**src/sv/fli_pkg.sv**
```systemverilog
// Shared constants, types and helpers for the free list index mapper.
`timescale 1ns / 1ps
package fli_pkg;

	localparam int PHYS_DEPTH = 256;
	localparam int VIRT_DEPTH = 1024;
	localparam int PHYS_W     = $clog2(PHYS_DEPTH);
	localparam int VIRT_W     = $clog2(VIRT_DEPTH);
	localparam int LEVEL_W    = PHYS_W + 1;
	localparam int VCNT_W     = VIRT_W + 1;
	localparam int CFG_W      = VCNT_W;

	// request types
	localparam logic [1:0] REQ_OPEN   = 2'd0;
	localparam logic [1:0] REQ_CLOSE  = 2'd1;
	localparam logic [1:0] REQ_LOOKUP = 2'd2;

	// status codes
	localparam logic [1:0] ST_OK       = 2'd0;
	localparam logic [1:0] ST_RANGE    = 2'd1;
	localparam logic [1:0] ST_EMPTY    = 2'd2;
	localparam logic [1:0] ST_UNMAPPED = 2'd3;

	// configuration register indexes
	localparam logic CFG_REAL = 1'b0;
	localparam logic CFG_VIRT = 1'b1;

	typedef struct packed {
		logic              valid;
		logic [PHYS_W-1:0] phys;
	} map_entry_t;

	localparam int MAP_W = $bits(map_entry_t);

	typedef struct packed {
		logic              en;
		logic [VIRT_W-1:0] addr;
		map_entry_t        data;
	} map_wr_t;

	typedef struct packed {
		logic              pop;
		logic              push;
		logic [PHYS_W-1:0] push_data;
	} fl_ctrl_t;

	function automatic logic [LEVEL_W-1:0] sat_real(input logic [LEVEL_W-1:0] v);
		sat_real = (v > LEVEL_W'(PHYS_DEPTH)) ? LEVEL_W'(PHYS_DEPTH) : v;
	endfunction

	function automatic logic [VCNT_W-1:0] sat_virt(input logic [VCNT_W-1:0] v);
		sat_virt = (v > VCNT_W'(VIRT_DEPTH)) ? VCNT_W'(VIRT_DEPTH) : v;
	endfunction

endpackage

```
**src/sv/fli_ram.sv**
```systemverilog
// Generic single-write, single-read RAM with registered read data.
`timescale 1ns / 1ps
module fli_ram #(
	parameter int WIDTH = 8,
	parameter int DEPTH = 256
) (
	input  logic                     clk,
	input  logic                     we,
	input  logic [$clog2(DEPTH)-1:0] waddr,
	input  logic [WIDTH-1:0]         wdata,
	input  logic                     re,
	input  logic [$clog2(DEPTH)-1:0] raddr,
	output logic [WIDTH-1:0]         rdata
);

	logic [WIDTH-1:0] mem [DEPTH];

	// write and registered read
	always_ff @(posedge clk) begin
		if (we) begin
			mem[waddr] <= wdata;
		end
		if (re) begin
			rdata <= mem[raddr];
		end
	end

endmodule

```
**src/sv/fli_free_list.sv**
```systemverilog
// FIFO free list of physical indices held in a RAM with per-slot valid bits.
`timescale 1ns / 1ps
module fli_free_list import fli_pkg::*; (
	input  logic               clk,
	input  logic               arst_n,
	input  logic               init,
	input  logic [LEVEL_W-1:0] init_real,
	input  logic               rd_en,
	input  fl_ctrl_t           ctrl,
	output logic [PHYS_W-1:0]  head_data,
	output logic               empty
);

	logic [PHYS_W-1:0]     head_q;
	logic [PHYS_W-1:0]     tail_q;
	logic [LEVEL_W-1:0]    level_q;
	logic [PHYS_DEPTH-1:0] slot_vld_q;
	logic                  head_vld_q;
	logic [PHYS_W-1:0]     head_idx_q;
	logic [PHYS_W-1:0]     ram_rdata;
	logic                  push_ok;

	// drop a push onto a full list
	assign push_ok = ctrl.push && (level_q != LEVEL_W'(PHYS_DEPTH));
	assign empty   = (level_q == '0);

	// advance pointers and level, track written slots
	always_ff @(posedge clk or negedge arst_n) begin
		if (!arst_n) begin
			head_q     <= '0;
			tail_q     <= '0;
			level_q    <= LEVEL_W'(PHYS_DEPTH);
			slot_vld_q <= '0;
		end else if (init) begin
			head_q     <= '0;
			tail_q     <= init_real[PHYS_W-1:0];
			level_q    <= init_real;
			slot_vld_q <= '0;
		end else begin
			if (ctrl.pop) begin
				head_q  <= head_q + 1'b1;
				level_q <= level_q - 1'b1;
			end
			if (push_ok) begin
				tail_q             <= tail_q + 1'b1;
				level_q            <= level_q + 1'b1;
				slot_vld_q[tail_q] <= 1'b1;
			end
		end
	end

	// capture head slot state alongside the RAM read
	always_ff @(posedge clk) begin
		if (rd_en) begin
			head_vld_q <= slot_vld_q[head_q];
			head_idx_q <= head_q;
		end
	end

	// an unwritten slot holds its own index
	assign head_data = head_vld_q ? ram_rdata : head_idx_q;

	fli_ram #(
		.WIDTH(PHYS_W),
		.DEPTH(PHYS_DEPTH)
	) u_queue_ram (
		.clk  (clk),
		.we   (push_ok),
		.waddr(tail_q),
		.wdata(ctrl.push_data),
		.re   (rd_en),
		.raddr(head_q),
		.rdata(ram_rdata)
	);

endmodule

```
**config.mk**
```make
export PLATFORM = sky130hd
export DESIGN_NAME = fli_free_list
export DESIGN_NICKNAME = d
export VERILOG_FILES = /design/src/sv/fli_pkg.sv /design/src/sv/fli_ram.sv /design/src/sv/fli_free_list.sv
export SDC_FILE = /design/constraint.sdc
export NUM_CORES = 2
export LEC_CHECK = 0
export BUFFER_PORTS_ARGS = -buffer_cell sky130_fd_sc_hd__buf_4
export CORE_ASPECT_RATIO = 0.5
export CORE_MARGIN = 2
export CORE_UTILIZATION = 34
export CTS_CLUSTER_DIAMETER = 100
export DETAILED_ROUTE_END_ITERATION = 16
export SLEW_MARGIN = 5
export SYNTH_ARGS = -nofsm -noshare
export SYNTH_HDL_FRONTEND = slang
export SYNTH_HIERARCHICAL = 1
export SYNTH_SLANG_ARGS = --single-unit
```
**constraint.sdc**
```tcl
create_clock -name clk -period 3.75 [get_ports clk]
set_clock_uncertainty 0.1 [all_clocks]
set_input_delay 0.1875 -clock clk [delete_from_list [all_inputs] [get_ports clk]]
set_output_delay 0.1875 -clock clk [all_outputs]
set_load 0.02 [all_outputs]
```
==> impl_metrics.json <==
{
  "gr-total-overflow": 0,
  "htreeDepth": 4,
  "totalWireLength_mm": 249,
  "yosys.area.top_type": "edfxtp_1",
  "hp-start": "ctrl[3]",
  "synth.area.top_cells": "edfxtp_1, mux4_2, dfrtp_1, mux2i_1, o2bb2ai_1",
  "netlist_area_mm2": 0.0930,
  "critical_path_class": "register to register",
  "crit_cells": 8,
  "rr_endpoint": "u_queue_ram/rdata[7]$_DFFE_PP_",
  "syn-num-nets": 4856,
  "max-clock-path-buffers": 4,
  "die_h_um": 374,
  "dpl.hpwl_mm": 156,
  "endpoint": "u_queue_ram/rdata[7]$_DFFE_PP_",
  "final_cell_mix": "edfxtp_1, mux4_2, buf_4",
  "yosysSeqAreaShare_pct": 74.3,
  "crit_buf_inv": 2,
  "endpoint_kind": "register",
  "worstMarginPinSlew_ns": 1.33,
  "area_growth_syn_to_layout_pct": 15.3,
  "critPathRequiredTime_ns": 4.26,
  "dieArea_mm2": 0.278,
  "ant_nets": 0,
  "clk_pin_slew_ns": 0.06,
  "violations": "negative hold slack",
  "power_frac_clock_pct": 40.3,
  "powerDensity_mw_per_mm2": 508,
  "die_x_um": 744,
  "yosysWarnings": 6,
  "ios": 32,
  "ys_ff_latch": 2346,
  "switching_share_pct": 22.1,
  "fmax_ghz": 0.274,
  "drt_pre_antenna_iters": 6,
  "hp-class": "input port to register",
  "synthCells": 4820,
  "nNetsFinal": 5264,
  "first_iter_violations": 5851,
  "grt_pass1_wl_mm": 361,
  "drcViolationCount": 0,
  "slowest_stage": "dfrtp_4",
  "slew_headroom_pct": 11.2,
  "syn_avg_cell_area_um2": 19.3,
  "status": "complete, but fails checks",
  "cts-root-buf": "clkbuf_16",
  "p_leak_uw": 0.0343,
  "numPortBuffers": 31,
  "rrSetupSlack_ns": 0.11,
  "cpPeakStageDelay_ns": 0.71,
  "wl_per_cell_um": 27.5,
  "worstReg2RegStart": "head_q[1]$_DFFE_PN0P_",
  "p_sw_uw": 12000,
  "p_comb_share_pct": 7.0,
  "place_congestion": 0.858,
  "grt_use_total_pct": 17.5,
  "grt_pass1_vias": 50482,
  "worst_ir_drop_vdd_v": 0.000401,
  "core_mm2": 0.271,
  "hold_violations": 5,
  "vias": 50111,
  "slew_viol_final": 0,
  "final_common_cell": "edfxtp_1",
  "start_util_pct": 34.3,
  "async_flop_share_pct": 12.0,
  "worstSetupStartpointType": "register",
  "cts_sinks": 2346,
  "worst_hold_slack_ns": -0.0229,
  "crit_family": "simple AND/OR/NAND/NOR gates",
  "yosys_most_used_dff": "edfxtp_1",
  "reg2regPathDepth": 8,
  "drv_cap": 0,
  "grt_max_degree": 146,
  "path_cells": "buf_12 > nand3_1 > o22ai_1 > o21ai_0 > nand3_1 > nor4_1 > buf_4 > nor4_1",
  "synth_edf_count": 2065,
  "synthDominantCellAreaShare_pct": 66.7,
  "startpoint": "head_q[1]$_DFFE_PN0P_",
  "crit_arrival_ns": 4.15,
  "drive_gt1_share_pct": 24.9,
  "p_seq_share_pct": 52.7,
  "path_max_fanout": 39,
  "fin_crit_ns": 3.64,
  "setup_viol": 0,
  "cts_buffers": 219,
  "timing.final.crit_share_pct": 97.2,
  "p_int_uw": 42400,
  "clkLatencyLatePin_ns": 0.85,
  "power_uw": 54400,
  "netlist-cell-type-count": 77,
  "cts_tree": "built",
  "drt-vias-per-instance": 5.55,
  "antenna_found_initial": 4,
  "rows": 135
}
final cells by class:
class / instances / area (um^2)
clock buffer: 274 / 5870
multi-input combinational: 2128 / 22000
inverter: 13 / 53.8
tap: 3630 / 4540
fill: 23924 / 164000
clock inverter: 116 / 1080
timing repair buffer: 520 / 4550
sequential: 2346 / 69100
antenna: 5 / 12.5
cell families (layout without fill, tap and decap cells):
family / Yosys count / after routing / synth area share [%]
DFF: 2346 / 2346 / 74.3
AOI/OAI and AO/OA: 729 / 729 / 5.71
muxes: 690 / 690 / 14.3
and+or+nand+nor: 678 / 678 / 3.26
buffers and inverters: 346 / 923 / 2.12
xor gates and xnor gates: 18 / 18 / 0.170
adders and majority gates: 13 / 13 / 0.183
other: 0 / 5 / 0
sequential cells by signal (all words and copies together) (netlist names):
register	cells
u_queue_ram/mem	2048
slot_vld_q	256
level_q	9
head_idx_q	8
head_q	8
tail_q	8
u_queue_ram/rdata	8
head_vld_q	1
power groups by stage:
| stage | registers [uW] | clock network [uW] | logic (uW) |
|---|---|---|---|
| finish | 28700 | 21900 | 3800 |
| global route | 28700 | 23300 | 4030 |
| CTS | 28700 | 22300 | 3830 |
| detailed placement | 29200 | 0 | 3780 |
| global placement | 29200 | 0 | 3710 |
| floorplan | 29100 | 0 | 2280 |
routing by layer:
| metal | GRT usage, % | share of wire (%) |
|---|---|---|
| met5 | 0 | 0.018 |
| met1 | 24.8 | 42 |
| met2 | 27.7 | 47 |
| met4 | 4.89 | 2.9 |
| met3 | 3.51 | 8.6 |
cells in the mapped netlist (30+ instances only):
library cell / count
edfxtp_1: 2065
mux4_2: 495
nor2_1: 381
dfrtp_1: 280
o2bb2ai_1: 191
a21oi_1: 182
clkbuf_1: 178
mux2i_1: 169
a22oi_1: 140
nand2_1: 83
buf_2: 50
nand3_1: 50
o221ai_1: 47
nor2b_1: 37
o22ai_1: 34
nor3_1: 32
buf_4: 30
what timing repair did:
item,4_1_cts,5_1_grt
buffers inserted,0,0
gates resized for setup,1,2
setup endpoints to repair,1,3
hold endpoints to repair,683,0
hold buffers,29,0
per-stage QoR:
stage / cell area [um^2] / worst slack (ns) / TNS (ns) / cells / util, %
final: 107000 / 0.107 / 0 / 9032 / 39.5
after global routing: 107000 / -0.0282 / -0.0282 / 9027 / 39.5
after CTS: 107000 / 0.00926 / 0 / 9027 / 39.5
after detailed placement: 99900 / -0.0563 / -0.0563 / 8608 / 36.8
after global placement: 99900 / -0.0810 / -0.0914 / 8608 / 36.8
after floorplan: 93000 / 0.609 / 0 / 4820 / -
worst min-delay path by stage:
stage | slack (ns) | end | cells past startpoint
2_1_floorplan | -0.21 | head_q[0]$_DFFE_PN0P_ | 0
3_3_place_gp | 0.21 | slot_vld_q[146]$_DFFE_PN0P_ | 1
3_5_place_dp | 0.23 | slot_vld_q[147]$_DFFE_PN0P_ | 1
4_1_cts | 0.006 | tail_q[2]$_DFFE_PN0P_ | 4
5_1_grt | 0.04 | u_queue_ram/mem[158][3]$_DFFE_PP_ | 1
6_report | -0.02 | u_queue_ram/mem[158][3]$_DFFE_PP_ | 1
worst register-to-register path: stages, from the launching register on:
cell and delay (ns):
dfrtp_4 0.71, buf_12 0.30, nand3_1 0.47, o22ai_1 0.22
o21ai_0 0.40, nand3_1 0.24, nor4_1 0.64, buf_4 0.27
nor4_1 0.07
No activity file was read; power rests on OpenSTA's default activity.
